File: src/hw/rtl/mktd_pkg.sv
`default_nettype none

package mktd_pkg;

  // Depth of the original key buffer; the symbol store keeps one slot less.
  localparam int unsigned BufferSize = 8;
  localparam int unsigned StoreBits  = 7;
  localparam int unsigned StoreCapInt =
      ((BufferSize - 1) > StoreBits) ? StoreBits : (BufferSize - 1);
  localparam logic [2:0] StoreCap = StoreCapInt[2:0];

  localparam int unsigned TimeW = 32;
  localparam int unsigned GapW  = 16;

  typedef enum logic [1:0] {
    EV_NONE   = 2'd0,
    EV_LETTER = 2'd1,
    EV_WORD   = 2'd2
  } event_kind_e;

  typedef enum logic [0:0] {
    REQ_SAMPLE = 1'b0,
    REQ_RESET  = 1'b1
  } req_type_e;

  // Register indexes, byte address is 4 * index.
  localparam logic [1:0] RegDashThreshold = 2'd0;
  localparam logic [1:0] RegLetterGap     = 2'd1;
  localparam logic [1:0] RegWordGap       = 2'd2;

  localparam logic [GapW-1:0] DashThresholdReset = 16'd250;
  localparam logic [GapW-1:0] LetterGapReset     = 16'd700;
  localparam logic [GapW-1:0] WordGapReset       = 16'd1500;

endpackage

`default_nettype wire

File: src/hw/rtl/mktd_if.sv
`default_nettype none

interface mktd_key_if;
  logic                         valid;
  logic                         ready;
  logic                         req_type;
  logic                         key_down;
  logic [mktd_pkg::TimeW-1:0]   time_ms;

  modport source (output valid, req_type, key_down, time_ms, input ready);
  modport sink   (input valid, req_type, key_down, time_ms, output ready);
endinterface

interface mktd_event_if;
  logic       valid;
  logic       ready;
  logic [1:0] event_kind;
  logic [6:0] letter_symbols;
  logic [2:0] letter_length;

  modport source (output valid, event_kind, letter_symbols, letter_length, input ready);
  modport sink   (input valid, event_kind, letter_symbols, letter_length, output ready);
endinterface

`default_nettype wire

File: src/hw/rtl/morse_key_timing_decoder.sv
// An item passes the input register, then the result register. Throughput: one item per
// cycle without backpressure; the state update is one subtract-and-compare pass per item.
// Backpressure: a stalled result register lets the input register take one more item, then
// input ready drops until the result is taken.
// Reset: rst_ni clears key state, symbol store and the word-gap flag, and loads the
// registers with 250 / 700 / 1500 ms. A soft reset item keeps the word-gap flag.
`default_nettype none

module morse_key_timing_decoder (
  input  wire          clk_i,
  input  wire          rst_ni,
  // configuration port
  input  wire          psel,
  input  wire          penable,
  input  wire          pwrite,
  input  wire  [3:0]   paddr,
  input  wire  [31:0]  pwdata,
  output logic [31:0]  prdata,
  output logic         pready,
  // item channels
  mktd_key_if.sink     item_i,
  mktd_event_if.source result_o
);

  localparam int unsigned TW = mktd_pkg::TimeW;
  localparam int unsigned GW = mktd_pkg::GapW;

  // ------------------------------------------------------------------
  // Configuration registers
  // ------------------------------------------------------------------
  logic [GW-1:0] dash_thr_q, letter_gap_q, word_gap_q;
  logic          cfg_wr;
  logic [1:0]    cfg_idx;

  assign pready  = 1'b1;
  assign cfg_wr  = psel && penable && pwrite && pready;
  assign cfg_idx = paddr[3:2];

  always_ff @(posedge clk_i or negedge rst_ni) begin
    if (!rst_ni) begin
      dash_thr_q   <= mktd_pkg::DashThresholdReset;
      letter_gap_q <= mktd_pkg::LetterGapReset;
      word_gap_q   <= mktd_pkg::WordGapReset;
    end else if (cfg_wr) begin
      case (cfg_idx)
        mktd_pkg::RegDashThreshold: dash_thr_q   <= pwdata[GW-1:0];
        mktd_pkg::RegLetterGap:     letter_gap_q <= pwdata[GW-1:0];
        mktd_pkg::RegWordGap:       word_gap_q   <= pwdata[GW-1:0];
        default: ;  // drop writes past the register list
      endcase
    end
  end

  always_comb begin
    case (cfg_idx)
      mktd_pkg::RegDashThreshold: prdata = {16'd0, dash_thr_q};
      mktd_pkg::RegLetterGap:     prdata = {16'd0, letter_gap_q};
      mktd_pkg::RegWordGap:       prdata = {16'd0, word_gap_q};
      default:                    prdata = 32'd0;
    endcase
  end

  // ------------------------------------------------------------------
  // Input register. The stage advances whenever the result register is
  // empty or being drained, so a stalled result holds at most one item
  // here and one in the result register.
  // ------------------------------------------------------------------
  logic          stg_valid_q;
  logic          stg_req_q;
  logic          stg_down_q;
  logic [TW-1:0] stg_time_q;
  logic          advance;
  logic          in_acc;

  assign advance      = !result_o.valid || result_o.ready;
  assign item_i.ready = !stg_valid_q || advance;
  assign in_acc       = item_i.valid && item_i.ready;

  always_ff @(posedge clk_i or negedge rst_ni) begin
    if (!rst_ni) begin
      stg_valid_q <= 1'b0;
    end else if (item_i.ready) begin
      stg_valid_q <= item_i.valid;
    end
  end

  always_ff @(posedge clk_i) begin
    if (in_acc) begin
      stg_req_q  <= item_i.req_type;
      stg_down_q <= item_i.key_down;
      stg_time_q <= item_i.time_ms;
    end
  end

  // ------------------------------------------------------------------
  // Decoder state
  // ------------------------------------------------------------------
  logic          key_held_q,  key_held_d;
  logic [TW-1:0] press_q,     press_d;
  logic [TW-1:0] release_q,   release_d;
  logic          gap_rep_q,   gap_rep_d;
  logic [6:0]    store_q,     store_d;
  logic [2:0]    count_q,     count_d;

  mktd_pkg::event_kind_e kind_d;
  logic [6:0]            syms_d;
  logic [2:0]            len_d;

  logic                  do_step;
  logic [TW-1:0]         press_len;
  logic [TW-1:0]         idle_len;

  assign do_step = stg_valid_q && advance;

  always_comb begin
    key_held_d = key_held_q;
    press_d    = press_q;
    release_d  = release_q;
    gap_rep_d  = gap_rep_q;
    store_d    = store_q;
    count_d    = count_q;
    kind_d     = mktd_pkg::EV_NONE;
    syms_d     = 7'd0;
    len_d      = 3'd0;
    press_len  = stg_time_q - press_q;
    idle_len   = '0;

    if (stg_req_q == mktd_pkg::REQ_RESET) begin
      // Soft reset: clear all but the word-gap flag.
      key_held_d = 1'b0;
      press_d    = '0;
      release_d  = '0;
      store_d    = 7'd0;
      count_d    = 3'd0;
    end else begin
      // Press edge: remember when it started.
      if (stg_down_q && !key_held_q) begin
        key_held_d = 1'b1;
        press_d    = stg_time_q;
      end
      // Release edge: append dot or dash unless the store is full.
      if (!stg_down_q && key_held_q) begin
        key_held_d = 1'b0;
        if (count_q < mktd_pkg::StoreCap) begin
          if (press_len >= {{(TW-GW){1'b0}}, dash_thr_q}) begin
            store_d[count_q] = 1'b1;
          end
          count_d   = count_q + 3'd1;
          release_d = stg_time_q;
          gap_rep_d = 1'b0;
        end
      end
      idle_len = stg_time_q - release_d;
      // Letter gap: emit and clear the store.
      if (!stg_down_q && !key_held_d && (count_d != 3'd0) &&
          (idle_len >= {{(TW-GW){1'b0}}, letter_gap_q})) begin
        kind_d  = mktd_pkg::EV_LETTER;
        syms_d  = store_d;
        len_d   = count_d;
        store_d = 7'd0;
        count_d = 3'd0;
      end
      // Word gap comes last and overrides a letter in the same step.
      if (!stg_down_q && !key_held_d && (count_d == 3'd0) && !gap_rep_d &&
          (idle_len >= {{(TW-GW){1'b0}}, word_gap_q})) begin
        gap_rep_d = 1'b1;
        kind_d    = mktd_pkg::EV_WORD;
        syms_d    = 7'd0;
        len_d     = 3'd0;
      end
    end
  end

  always_ff @(posedge clk_i or negedge rst_ni) begin
    if (!rst_ni) begin
      key_held_q <= 1'b0;
      press_q    <= '0;
      release_q  <= '0;
      gap_rep_q  <= 1'b0;
      store_q    <= 7'd0;
      count_q    <= 3'd0;
    end else if (do_step) begin
      key_held_q <= key_held_d;
      press_q    <= press_d;
      release_q  <= release_d;
      gap_rep_q  <= gap_rep_d;
      store_q    <= store_d;
      count_q    <= count_d;
    end
  end

  // ------------------------------------------------------------------
  // Result register
  // ------------------------------------------------------------------
  logic       res_valid_q;
  logic [1:0] res_kind_q;
  logic [6:0] res_syms_q;
  logic [2:0] res_len_q;

  always_ff @(posedge clk_i or negedge rst_ni) begin
    if (!rst_ni) begin
      res_valid_q <= 1'b0;
    end else if (advance) begin
      res_valid_q <= stg_valid_q;
    end
  end

  always_ff @(posedge clk_i) begin
    if (do_step) begin
      res_kind_q <= kind_d;
      res_syms_q <= syms_d;
      res_len_q  <= len_d;
    end
  end

  assign result_o.valid          = res_valid_q;
  assign result_o.event_kind     = res_kind_q;
  assign result_o.letter_symbols = res_syms_q;
  assign result_o.letter_length  = res_len_q;

  // ------------------------------------------------------------------
  // Assertions
  // ------------------------------------------------------------------
  a_count_cap: assert property (@(posedge clk_i) disable iff (!rst_ni)
    count_q <= mktd_pkg::StoreCap)
    else $error("symbol count above store capacity");

  a_letter_len: assert property (@(posedge clk_i) disable iff (!rst_ni)
    result_o.valid && (result_o.event_kind == mktd_pkg::EV_LETTER)
      |-> (result_o.letter_length != 3'd0))
    else $error("letter event with no symbols");

  a_nonletter_zero: assert property (@(posedge clk_i) disable iff (!rst_ni)
    result_o.valid && (result_o.event_kind != mktd_pkg::EV_LETTER)
      |-> (result_o.letter_symbols == 7'd0) && (result_o.letter_length == 3'd0))
    else $error("letter fields set outside a letter event");

  a_soft_reset: assert property (@(posedge clk_i) disable iff (!rst_ni)
    do_step && (stg_req_q == mktd_pkg::REQ_RESET)
      |=> (count_q == 3'd0) && !key_held_q && (store_q == 7'd0))
    else $error("soft reset left decoder state");

  a_stage_hold: assert property (@(posedge clk_i) disable iff (!rst_ni)
    stg_valid_q && !advance |=> stg_valid_q && $stable(stg_time_q))
    else $error("input register lost an item under backpressure");

  a_word_flag: assert property (@(posedge clk_i) disable iff (!rst_ni)
    do_step && (kind_d == mktd_pkg::EV_WORD) |=> gap_rep_q && (count_q == 3'd0))
    else $error("word gap without flag set and store empty");

endmodule

`default_nettype wire
File: src/flat_wrapper.sv
// flat-port wrapper written by rule: the top's interface ports become plain ports
module morse_key_timing_decoder_flat 
  (clk_i, rst_ni, psel, penable, pwrite, paddr, pwdata, prdata, pready, item_i_valid, item_i_req_type, item_i_key_down, item_i_time_ms, item_i_ready, result_o_valid, result_o_event_kind, result_o_letter_symbols, result_o_letter_length, result_o_ready);
  mktd_key_if item_i_i ();
  mktd_event_if result_o_i ();
  input  wire clk_i;
  input  wire rst_ni;
  input  wire psel;
  input  wire penable;
  input  wire pwrite;
  input  wire  [3:0] paddr;
  input  wire  [31:0] pwdata;
  output logic [31:0] prdata;
  output logic pready;
  input wire logic [$bits(item_i_i.valid)-1:0] item_i_valid;
  input wire logic [$bits(item_i_i.req_type)-1:0] item_i_req_type;
  input wire logic [$bits(item_i_i.key_down)-1:0] item_i_key_down;
  input wire logic [$bits(item_i_i.time_ms)-1:0] item_i_time_ms;
  output wire logic [$bits(item_i_i.ready)-1:0] item_i_ready;
  output wire logic [$bits(result_o_i.valid)-1:0] result_o_valid;
  output wire logic [$bits(result_o_i.event_kind)-1:0] result_o_event_kind;
  output wire logic [$bits(result_o_i.letter_symbols)-1:0] result_o_letter_symbols;
  output wire logic [$bits(result_o_i.letter_length)-1:0] result_o_letter_length;
  input wire logic [$bits(result_o_i.ready)-1:0] result_o_ready;
  assign item_i_i.valid = item_i_valid;
  assign item_i_i.req_type = item_i_req_type;
  assign item_i_i.key_down = item_i_key_down;
  assign item_i_i.time_ms = item_i_time_ms;
  assign item_i_ready = item_i_i.ready;
  assign result_o_valid = result_o_i.valid;
  assign result_o_event_kind = result_o_i.event_kind;
  assign result_o_letter_symbols = result_o_i.letter_symbols;
  assign result_o_letter_length = result_o_i.letter_length;
  assign result_o_i.ready = result_o_ready;
  morse_key_timing_decoder u_core (.clk_i(clk_i), .rst_ni(rst_ni), .psel(psel), .penable(penable), .pwrite(pwrite), .paddr(paddr), .pwdata(pwdata), .prdata(prdata), .pready(pready), .item_i(item_i_i), .result_o(result_o_i));
endmodule
File: config.mk
export PLATFORM = sky130hd
export DESIGN_NAME = morse_key_timing_decoder_flat
export DESIGN_NICKNAME = d
export VERILOG_FILES = /design/src/hw/rtl/mktd_pkg.sv /design/src/hw/rtl/mktd_if.sv /design/src/hw/rtl/morse_key_timing_decoder.sv /design/src/flat_wrapper.sv
export SDC_FILE = /design/constraint.sdc
export NUM_CORES = 1
export LEC_CHECK = 0
export BUFFER_PORTS_ARGS = -buffer_cell sky130_fd_sc_hd__buf_2
export CORE_ASPECT_RATIO = 0.9
export CORE_UTILIZATION = 50
export DETAILED_ROUTE_END_ITERATION = 10
export PLACE_DENSITY = 0.72
export RECOVER_POWER = 50
export SETUP_SLACK_MARGIN = 0.15
export SLEW_MARGIN = 10
export SYNTH_ARGS = -nofsm -noshare
export SYNTH_HDL_FRONTEND = slang
export SYNTH_SLANG_ARGS = --single-unit
File: constraint.sdc
create_clock -name clk_i -period 5.7 [get_ports clk_i]
set_input_delay 1.14 -clock clk_i [delete_from_list [all_inputs] [get_ports clk_i]]
set_output_delay 1.14 -clock clk_i [all_outputs]
set_load 0.005 [all_outputs]
==> results of run 1 <==
## power breakdown
| group | internal (W) | switching (W) | total, W |
|---|---|---|---|
| clock network | 0.000617 | 0.000558 | 0.00117 |
| registers | 0.00146 | 0.000116 | 0.00157 |
| logic | 0.000705 | 0.00104 | 0.00174 |
| total | 0.00278 | 0.00171 | 0.00449 |
## routing by layer
metal / vias to the layer above / wire length [um]
met5: - / 0
met4: 0 / 572
met3: 47 / 1460
met2: 311 / 14000
met1: 4897 / 15500
li1: 5038 / -
## worst paths after layout
check                                                       from                                        endpoint  slack (ps)  depth (start not counted)
worst max-delay path                 u_core.stg_down_q$_DFFE_PP_  u_core.result_o.letter_length[2]$_SDFFCE_PP0P_         440                         21
worst min-delay path            u_core.release_q[29]$_DFFE_PN0P_                u_core.release_q[29]$_DFFE_PN0P_         480                          2
worst max register to register       u_core.stg_down_q$_DFFE_PP_  u_core.result_o.letter_length[2]$_SDFFCE_PP0P_         440                         21
worst min register to register  u_core.release_q[29]$_DFFE_PN0P_                u_core.release_q[29]$_DFFE_PN0P_         480                          2
max in group asynchronous                                 rst_ni                  u_core.press_q[21]$_DFFE_PN0P_        1920                          2
min in group asynchronous                                 rst_ni                   u_core.press_q[6]$_DFFE_PN0P_        1240                          1
## critical path, cell delays in order, from the launching register on
cell,delay [ps]
edfxtp_1,430
nor2b_2,230
nand2_1,100
o21ai_0,390
ha_1,260
inv_1,60
fa_1,390
a21o_1,210
a221o_1,440
a21o_1,210
a21oi_1,160
xnor2_1,150
ha_1,210
a21o_1,180
a21o_1,190
a21oi_1,220
o21ai_0,170
a2111oi_2,370
a41o_1,270
o211ai_4,130
buf_4,180
nor3_2,150
## cells in the final DEF, fill, tap and decap left out, drive strengths merged, types with 18 or more instances in the layout
cell,synthesis,routed
edfxtp,46,46
dfrtp,107,107
nand2,149,149
nor3,24,24
a21o,27,27
nand4,25,25
o21ai,134,134
dfstp,19,19
xnor2,24,24
a22o,36,36
clkbuf,51,25
a21oi,90,90
a31oi,18,18
mux2i,53,53
buf,27,102
nor2,62,62
nand3,22,22
inv,95,102
mux2,18,18
ha,111,111
nand2b,19,19
## sequential cells by signal, indices dropped and copies added, names as in the netlist, 3 cells and up
| name | cells |
|---|---|
| u_core.stg_time_q | 32 |
| u_core.release_q | 32 |
| u_core.result_o.letter_length | 3 |
| u_core.result_o.letter_symbols | 7 |
| u_core.word_gap_q | 16 |
| u_core.store_q | 7 |
| u_core.letter_gap_q | 16 |
| u_core.dash_thr_q | 16 |
| u_core.press_q | 32 |
| u_core.count_q | 3 |
## what timing repair did
item | in CTS | in global routing
setup endpoints to repair | 0 | 16
buffers inserted | 0 | 4
hold buffers | 0 | 0
hold endpoints to repair | 0 | 0
resized for setup | 0 | 9
## logic make-up after synthesis
logic type | Yosys count
flip-flops | 172
multiplexers | 71
buffers and inverters | 173
AND/OR/NAND/NOR | 366
AO/OA/AOI/OAI | 418
adder cells (fa/ha/maj) | 113
XOR/XNOR | 41
other | 2
## through the flow
step,instance area [sq um],hold WS [ps],power [W],setup WS [ps],instances
6_report,13600,479,0.00449,443,1743
5_1_grt,13600,504,0.00477,176,1743
3_5_place_dp,13000,469,0.00329,205,1707
4_1_cts,13600,486,0.00447,174,1739
3_3_place_gp,13000,463,0.00324,309,1707
2_1_floorplan,12400,449,0.00282,423,1371
## cell type report
| cell class | count | area [sq um] |
|---|---|---|
| repair buffers | 110 | 584 |
| flip-flops and latches | 172 | 4560 |
| clock buffers | 17 | 425 |
| inverters | 95 | 357 |
| well taps | 308 | 385 |
| clock inverters | 15 | 155 |
| multi-input cells | 1026 | 7140 |
| fillers | 2208 | 10600 |
==> PnR_summary.wiki, run 1 <==
{| class="wikitable"
! Metric !! Value
|-
| Number of rows created at floorplan || between 50 and 60
|-
| Met1 track utilization from global routing || 0.364
|-
| Dpl hpwl || 23.6 mm
|-
| First-pass GRT wire length || roughly 50 mm
|-
| Later-pin clock latency in the skew report || roughly 450 ps
|-
| Vias per std cell || between 5 and 6
|-
| Most used flip-flop cell after synthesis || dfrtp_1
|-
| CTS Root Cell || clkbuf_16
|-
| DIE WIDTH || 168 um
|-
| Overall die height || 151 um
|-
| Count of yosys warnings during synthesis || 0
|-
| Number of library cell types mapped by synthesis || 90
|-
| Final net count || 1,612
|-
| Adder-cell share of the synthesized area || 0.116
|-
| Summed instance area of the synthesized netlist || 0.0123 sq mm
|-
| Post-synthesis async set-or-reset flop share || 0.733
|-
| IR Drop Worst-Case VDD || 0.228 mV
|-
| First-pass detailed-route iteration total || 5
|-
| Number of standard cells after synthesis || 1,356
|-
| Initial DRC Count || about 800
|-
| Antenna cells || 0
|-
| Number of synthesized flops with an enable pin || 46
|-
| Core box area || ~0.024 sq mm
|-
| Weighted congestion at the end of routability-driven global placement || around 0.90
|-
| Worst-case clock skew || 12.9 ps
|-
| Via count of the first global-routing pass || 9,473
|-
| Initial standard-cell utilization of the core || 0.509
|-
| Antenna Nets Post-Route || 0
|-
| Crit path arrival time || 5560 ps
|-
| Largest family of logic cells by synthesized area || compound AO/OA/AOI/OAI gates
|-
| Setup crit end kind || flop
|-
| Number of max-capacitance violations reported || 5
|-
| Input/output buffers || 88
|-
| Classification of the worst-slack hold path || reg2reg
|-
| Critical path data required time || ~6000 ps
|-
| Highest clock rate || ~190 MHz
|-
| Overall overflow remaining after global route || 0
|-
| Initial antenna violation count || 0
|-
| Total via count after detailed routing || 10,293
|-
| Simple logic cell fraction of the synthesized area || 0.143
|-
| Unrepaired setup endpoints after global routing || no
|-
| Count of unresolved DRC violations after routing || 0
|-
| Most area-hungry cell type in the Yosys netlist || dfrtp_1
|-
| Cell types with the highest counts after synthesis || nand2_1, o21ai_0, ha_1
|-
| # H-tree levels || 4
|-
| Synth Area in XOR/XNOR || 0.0291
|-
| Headroom to the max-slew limit || -0.329
|-
| Final worst path period need || approximately 5300 ps
|-
| Synthesized-area fraction occupied by ao, oa, aoi and oai cells || 0.222
|-
| Slew at the pin closest to its max-slew limit || between 1500 and 2000 ps
|-
| Share of the clock period used by the worst path || 0.922
|-
| GRT met3 Usage || 0.0337
|-
| Mux cell area share after synthesis || 0.0597
|-
| Cell Pwr Density || between 300 and 400 mW/mm^2
|-
| Routed length per instance || 18.1 um
|-
| Proportion of layout cells with a drive suffix above 1 || 0.146
|-
| Share of Yosys cell area claimed by the top area cell type || 0.217
|-
| Layout Utilization || 0.561
|-
| Highest net fanout along the worst path || 7
|-
| Die footprint || roughly 0.025 sq mm
|-
| Violations in the final reports || max-capacitance violations, max-slew violations
|-
| Area growth from synthesis to final layout || 10.3%
|-
| Most used routing layer in global routing || met2
|-
| Max Transition Viols Final || 174
|-
| Clock Sinks || 172
|-
| Clock transition at the register clock pins on the worst setup and hold paths after CTS || about 70 ps
|-
| Count leader, synth || nand2_1
|-
| Kind of start point of the critical path || flop
|-
| Result of the run || finished with violations
|-
| Synth Register Bits || around 170
|-
| Count of final setup violators || 0
|-
| Seq/Total Area, Yosys || 0.369
|-
| Pin count of the biggest net entering global routing || 59
|-
| Clock Path Buffers || 2
|-
| Total leakage power || 5.81 nW
|-
| Dominant cells by area after synthesis || dfrtp_1, ha_1, edfxtp_1
|-
| Global-route total usage across every layer || 0.254
|-
| Number of endpoints with negative hold slack in the final report || 0
|-
| # IOs || ~120
|-
| Final wirelength || 31.6 mm
|-
| TritonCTS clock tree || done
|-
| Mean instance size in the synthesized netlist || 9.10 sq um
|-
| Total negative setup slack || 0 ps
|-
| Setup CP Type || reg2reg
|-
| Number of buffers added by the clock tree synthesis step || 17
|-
| GR Util met2 || 0.400
|}
No activity file was read; power rests on OpenSTA's default activity.
==> run 2, diff against run 1 <==
--- a/config.mk
+++ b/config.mk
@@ -5,6 +5,7 @@
 export SDC_FILE = /design/constraint.sdc
 export NUM_CORES = 1
 export LEC_CHECK = 0
+export ABC_AREA = 1
 export BUFFER_PORTS_ARGS = -buffer_cell sky130_fd_sc_hd__buf_2
 export CORE_ASPECT_RATIO = 0.9
 export CORE_UTILIZATION = 50
@@ -12,7 +13,6 @@
 export PLACE_DENSITY = 0.72
 export RECOVER_POWER = 50
 export SETUP_SLACK_MARGIN = 0.15
-export SLEW_MARGIN = 10
 export SYNTH_ARGS = -nofsm -noshare
 export SYNTH_HDL_FRONTEND = slang
 export SYNTH_SLANG_ARGS = --single-unit
==> PnR_summary.wiki, run 2 <==
{| class="wikitable"
! Metric !! Value
|-
| Result of the run || finished with violations
|-
| Violations in the final reports || max-capacitance violations, max-slew violations
|-
| Seq/Total Area, Yosys || 0.337
|-
| Global-route total usage across every layer || 0.276
|-
| Hold path start || u_core.letter_gap_q[11]$_DFFE_PN0P_
|-
| Initial antenna violation count || 2
|-
| Critical path data required time || about 6000 ps
|-
| Total internal power || 0.00327 W
|-
| RR Endpoint || u_core.result_o.letter_symbols[0]$_SDFFCE_PP0P_
|-
| Initial DRC Count || 1,134
|-
| Count of unresolved DRC violations after routing || 0
|-
| Post-synthesis async set-or-reset flop share || 0.733
|-
| Number of library cell types mapped by synthesis || 44
|-
| Critical path startpoint || u_core.stg_down_q$_DFFE_PP_
|-
| Overall die height || ~160 um
|-
| Input/output buffers || 88
|-
| Initial standard-cell utilization of the core || 0.514
|-
| Number of rows created at floorplan || 56
|-
| Via count of the first global-routing pass || 11,708
|-
| Area growth from synthesis to final layout || 9.40%
|-
| First-pass detailed-route iteration total || 5
|-
| Cell Pwr Density || 403 mW/mm^2
|-
| Share of the clock period used by the worst path || 0.819
|-
| Highest net fanout along the worst path || 39
|-
| Max Transition Viols Final || 111
|-
| Classification of the worst-slack hold path || reg2reg
|-
| Mean instance size in the synthesized netlist || 6.74 sq um
|-
| Commonest cells after routing, fill and taps aside || nand2_1, inv_1, o21ai_0
|-
| Instance area after placement || approximately 0.014 sq mm
|-
| Antenna Nets Post-Route || 0
|-
| Regs by FF count || u_core.press_q x32, u_core.release_q x32, u_core.stg_time_q x32
|-
| Switching power share of the total || 0.452
|-
| Final net count || 2,272
|-
| Power share of the clock group || 0.198
|-
| Crit path arrival time || 4970 ps
|-
| Die footprint || 0.0277 sq mm
|-
| Summed instance area of the synthesized netlist || 0.0135 sq mm
|-
| Post-CTS Setup Repair Bufs || 0
|-
| Vias per std cell || approximately 5.2
|-
| Dominant cells by area after synthesis || dfrtp_1, nand2_1, inv_1
|-
| Number of standard cells after synthesis || 2,007
|-
| Total negative setup slack || 0 ps
|-
| R2R Path Start || u_core.stg_down_q$_DFFE_PP_
|-
| IR Drop Worst-Case VDD || 0.192 mV
|-
| Routed length per instance || 15.2 um
|-
| Count leader, synth || nand2_1
|-
| Setup CP Type || reg2reg
|-
| Clock transition at the register clock pins on the worst setup and hold paths after CTS || 70 ps
|-
| Post-route design area || 0.0148 sq mm
|-
| Clock Sinks || roughly 170
|-
| Comb power frac || 0.525
|-
| Number of max-capacitance violations reported || 2
|-
| Total leakage power || about 8.3 nW
|-
| Count of yosys warnings during synthesis || 0
|-
| Most used flip-flop cell after synthesis || dfrtp_1
|-
| Synth Register Bits || about 170
|-
| Number of synthesized flops with an enable pin || 46
|-
| DIE WIDTH || between 150 and 200 um
|-
| Later-pin clock latency in the skew report || 430 ps
|-
| Core box area || 0.0263 sq mm
|-
| Pin count of the biggest net entering global routing || 76
|-
| Final wirelength || between 30 and 40 mm
|-
| Most common library cell in the layout ignoring fill and taps || nand2_1
|-
| Length in cells of the worst reg-to-reg path || 27
|-
| Share of total power in sequential cells || 0.277
|-
| Setup crit end kind || flop
|-
| Worst reg2reg setup slack || 1030 ps
|-
| Proportion of layout cells with a drive suffix above 1 || 0.0807
|-
| First-pass GRT wire length || around 60 mm
|-
| Most area-hungry cell type in the Yosys netlist || dfrtp_1
|-
| Total via count after detailed routing || 12,629
|-
| Cell with the most instances on the worst path || nand2_1
|-
| Stage delay of the slowest cell on the critical path || around 500 ps
|-
| Weighted congestion at the end of routability-driven global placement || 0.934
|-
| Worst-case clock skew || 9.38 ps
|-
| Kind of start point of the critical path || flop
|-
| Antenna cells || 0
|-
| Final worst path period need || about 4700 ps
|-
| Number of endpoints with negative hold slack in the final report || 0
|-
| Slew at the pin closest to its max-slew limit || roughly 4100 ps
|-
| # IOs || 124
|-
| Hold path cells || 2
|-
| Clock Path Buffers || 2
|-
| Dpl hpwl || between 20 and 30 mm
|-
| Slowest stage cell on the critical path || edfxtp_1
|-
| Overall overflow remaining after global route || 0
|-
| Cell types with the highest counts after synthesis || nand2_1, inv_1, o21ai_0
|-
| TritonCTS clock tree || done
|-
| Headroom to the max-slew limit || -1.75
|-
| CTS Root Cell || clkbuf_16
|-
| Unrepaired setup endpoints after global routing || no
|-
| End point of the worst hold path || u_core.letter_gap_q[11]$_DFFE_PN0P_
|-
| Net switching component of the power || 0.00270 W
|-
| Highest clock rate || 214 MHz
|-
| # H-tree levels || 4
|-
| Count of instances resized after the clock tree is built || 0
|-
| Hold bufs inserted after CTS || 0
|-
| Count of final setup violators || 0
|-
| Share of Yosys cell area claimed by the top area cell type || 0.198
|-
| Number of buffers added by the clock tree synthesis step || 17
|}
==> run 2: worst max-delay path: cells and delay by family (launching register included) <==
family          cells  cell delay [ps]
simple gates       14             1880
flops               1              500
compound gates      4              730
xor+xnor            1              190
fa+ha+maj           3              830
buf+inv             5              390
==> run 2: cell families (layout without fill, tap and decap cells) <==
group                      Yosys count  count (layout)  share of synthesized area
adders and majority gates          113             113                      0.106
AOI/OAI and AO/OA                  244             244                      0.101
other                                2              17                   0.000556
xor gates and xnor gates            29              29                     0.0188
buffers and inverters              470             543                      0.135
and+or+nand+nor                    977             977                      0.302
DFF                                172             172                      0.337
==> run 2: per-stage QoR <==
step	hold WS (ps)	power (W)	util	setup WS (ps)	cells
2_1_floorplan	453	0.00395	-	1890	2022
6_report	488	0.00597	0.563	1030	2443
3_5_place_dp	474	0.00475	0.542	1140	2411
5_1_grt	513	0.00650	0.563	414	2443
4_1_cts	490	0.00595	0.564	1090	2443
3_3_place_gp	468	0.00466	0.542	1200	2411
==> run 2: worst max-delay path by stage <==
stage                     depth (start not counted)  slack (ps)                                              end
after floorplan                                  28        1890  u_core.result_o.letter_symbols[0]$_SDFFCE_PP0P_
after global placement                           26        1200  u_core.result_o.letter_symbols[1]$_SDFFCE_PP0P_
after detailed placement                         27        1140  u_core.result_o.letter_symbols[0]$_SDFFCE_PP0P_
after CTS                                        27        1090  u_core.result_o.letter_symbols[0]$_SDFFCE_PP0P_
after global routing                              2         410                    u_core.store_q[4]$_DFFE_PN0P_
final                                            27        1030  u_core.result_o.letter_symbols[0]$_SDFFCE_PP0P_
==> run 2: metal layers <==
metal	vias to the layer above	track usage	part of all wire
li1	6369	-	-
met1	5823	0.386	0.46
met2	381	0.433	0.44
met3	56	0.0485	0.071
met4	0	0.0870	0.022
met5	-	0	0
==> run 2: area by class of cell <==
class                   count  area, sq um
fillers                  2579        11500
multi-input cells        1380         7200
flip-flops and latches    172         4560
inverters                 418         1570
repair buffers             93          444
well taps                 348          435
clock buffers              17          425
clock inverters            15          159
==> run 2: power by group through the flow <==
stage	Clock (W)	Combinational, W	Sequential [W]
floorplan	0	0.00233	0.00161
global placement	0	0.00300	0.00166
detailed placement	0	0.00308	0.00167
CTS	0.00119	0.00311	0.00165
global route	0.00124	0.00359	0.00167
finish	0.00118	0.00313	0.00165
==> run 3, diff against run 2 <==
--- a/config.mk
+++ b/config.mk
@@ -10,7 +10,7 @@
 export CORE_ASPECT_RATIO = 0.9
 export CORE_UTILIZATION = 50
 export DETAILED_ROUTE_END_ITERATION = 10
-export PLACE_DENSITY = 0.72
+export PLACE_DENSITY = 0.69
 export RECOVER_POWER = 50
 export SETUP_SLACK_MARGIN = 0.15
 export SYNTH_ARGS = -nofsm -noshare
==> constraint.sdc (replaced) <==
create_clock -name clk_i -period 4.85 [get_ports clk_i]
set_input_delay 0.97 -clock clk_i [delete_from_list [all_inputs] [get_ports clk_i]]
set_output_delay 0.97 -clock clk_i [all_outputs]
set_load 0.005 [all_outputs]
==> PnR_summary.wiki, run 3 (synthesized netlist as in run 2, its figures left out) <==
{| class="wikitable"
! Metric !! Value
|-
| Result of the run || finished with violations
|-
| Violations in the final reports || max-capacitance violations, max-slew violations
|-
| Clock Path Buffers || 2
|-
| Final wirelength || 37.7 mm
|-
| Overall die height || 158 um
|-
| # IOs || roughly 120
|-
| Worst-case clock skew || 11.5 ps
|-
| # H-tree levels || 4
|-
| Layout Utilization || 0.566
|-
| Classification of the worst-slack hold path || reg2reg
|-
| Pin count of the biggest net entering global routing || 71
|-
| Die footprint || 0.0277 sq mm
|-
| DIE WIDTH || 175 um
|-
| Setup CP Type || reg2reg
|-
| Overall overflow remaining after global route || 0
|-
| Setup crit end kind || flop
|-
| Regs by FF count || u_core.press_q x32, u_core.release_q x32, u_core.stg_time_q x32
|-
| TritonCTS clock tree || done
|-
| Cell Pwr Density || 477 mW/mm^2
|-
| Slowest stage cell on the critical path || edfxtp_1
|-
| Initial antenna violation count || 1
|-
| Vias per std cell || 5.17
|-
| Final worst path period need || 4320 ps
|-
| Post-CTS Setup Repair Bufs || 0
|-
| Core box area || 0.0263 sq mm
|-
| Count of final setup violators || 0
|-
| IR Drop Worst-Case VDD || 0.223 mV
|-
| Number of endpoints with negative hold slack in the final report || 0
|-
| Area growth from synthesis to final layout || 9.96%
|-
| Via count of the first global-routing pass || 12,178
|-
| Final net count || 2,276
|-
| Headroom to the max-slew limit || -0.400
|-
| Cell with the most instances on the worst path || nand2_1
|-
| Weighted congestion at the end of routability-driven global placement || 0.957
|-
| Clock Sinks || around 170
|-
| Number of rows created at floorplan || 56
|-
| Commonest cells after routing, fill and taps aside || nand2_1, inv_1, o21ai_0
|-
| Total leakage power || 8.33 nW
|-
| Critical path data required time || 5160 ps
|-
| Post-route design area || 0.0149 sq mm
|-
| Input/output buffers || 88
|-
| Antenna Nets Post-Route || 0
|-
| Kind of start point of the critical path || flop
|-
| Max Transition Viols Final || between 150 and 200
|-
| Later-pin clock latency in the skew report || 430 ps
|-
| Slew at the pin closest to its max-slew limit || 2100 ps
|-
| Count of unresolved DRC violations after routing || 0
|-
| Initial standard-cell utilization of the core || 0.514
|-
| Share of the clock period used by the worst path || 0.890
|-
| Highest clock rate || 232 MHz
|-
| Most common library cell in the layout ignoring fill and taps || nand2_1
|-
| Instance area after placement || 0.0143 sq mm
|-
| Dpl hpwl || 30.2 mm
|-
| Clock transition at the register clock pins on the worst setup and hold paths after CTS || 70 ps
|-
| Global-route total usage across every layer || 0.285
|-
| Number of max-capacitance violations reported || 4
|-
| First-pass detailed-route iteration total || 6
|-
| Highest net fanout along the worst path || 32
|-
| Initial DRC Count || 873
|-
| First-pass GRT wire length || 61.1 mm
|-
| Crit path arrival time || 4620 ps
|-
| Routed length per instance || 15.4 um
|-
| Proportion of layout cells with a drive suffix above 1 || 0.0862
|-
| Unrepaired setup endpoints after global routing || no
|-
| Total via count after detailed routing || 12,660
|-
| Total negative setup slack || 0 ps
|-
| Number of buffers added by the clock tree synthesis step || 17
|-
| CTS Root Cell || clkbuf_16
|-
| Stage delay of the slowest cell on the critical path || about 500 ps
|}
==> run 3: metrics by stage <==
| step | cells | hold slack (ps) | total power [W] | setup slack [ps] |
|---|---|---|---|---|
| final | 2448 | 488 | 0.00710 | 534 |
| after global routing | 2448 | 515 | 0.00777 | 169 |
| after CTS | 2447 | 490 | 0.00711 | 371 |
| after detailed placement | 2415 | 473 | 0.00561 | 395 |
| after global placement | 2415 | 466 | 0.00550 | 470 |
| after floorplan | 2022 | 453 | 0.00464 | 1040 |
==> run 3: path summary, 6_finish.rpt <==
kind                                              startpoint                                         endpoint  slack (ps)  cells after the start
max in group asynchronous                             rst_ni                u_core.dash_thr_q[14]$_DFFE_PN0P_        1260                      2
setup / recovery                 u_core.stg_down_q$_DFFE_PP_  u_core.result_o.letter_symbols[5]$_SDFFCE_PP0P_         530                     25
hold / removal             u_core.word_gap_q[13]$_DFFE_PN0P_                u_core.word_gap_q[13]$_DFFE_PN0P_         490                      2
min in group asynchronous                             rst_ni                 u_core.word_gap_q[5]$_DFFE_PN0P_        1090                      1
hold reg to reg            u_core.word_gap_q[13]$_DFFE_PN0P_                u_core.word_gap_q[13]$_DFFE_PN0P_         490                      2
setup reg to reg                 u_core.stg_down_q$_DFFE_PP_  u_core.result_o.letter_symbols[5]$_SDFFCE_PP0P_         530                     25
==> run 3: what timing repair did <==
item / 4_1_cts / 5_1_grt
resized for setup: 0 / 1
hold buffers: 0 / 0
endpoints found under the setup margin: 0 / 22
==> run 3: report_power, final <==
group,internal [W],switching [W]
Combinational,0.00130,0.00239
Sequential,0.00178,0.000158
Clock,0.000837,0.000631
==> run 3: area by class of cell <==
type                            instances  area [sq um]
Fill cell                            2612         11400
Multi-Input combinational cell       1380          7200
Sequential cell                       172          4560
Inverter                              418          1570
Timing Repair Buffer                   97           475
Clock buffer                           18           439
Tap cell                              348           435
Clock inverter                         14           181
Antenna cell                            1          2.50
==> run 3: critical path, delay by kind of cell (launching register included) <==
| family | cells | cell delay [ps] |
|---|---|---|
| compound gates | 4 | 700 |
| xor+xnor | 1 | 270 |
| fa+ha+maj | 3 | 890 |
| buf+inv | 4 | 300 |
| flops | 1 | 500 |
| simple gates | 13 | 1520 |
==> run 3: metal layers <==
layer | GRT usage | vias to the layer above | part of all wire
met1 | 0.385 | 5824 | 0.46
met3 | 0.0684 | 55 | 0.080
met5 | 0 | - | 0
met4 | 0.0832 | 0 | 0.025
li1 | - | 6387 | -
met2 | 0.453 | 394 | 0.43
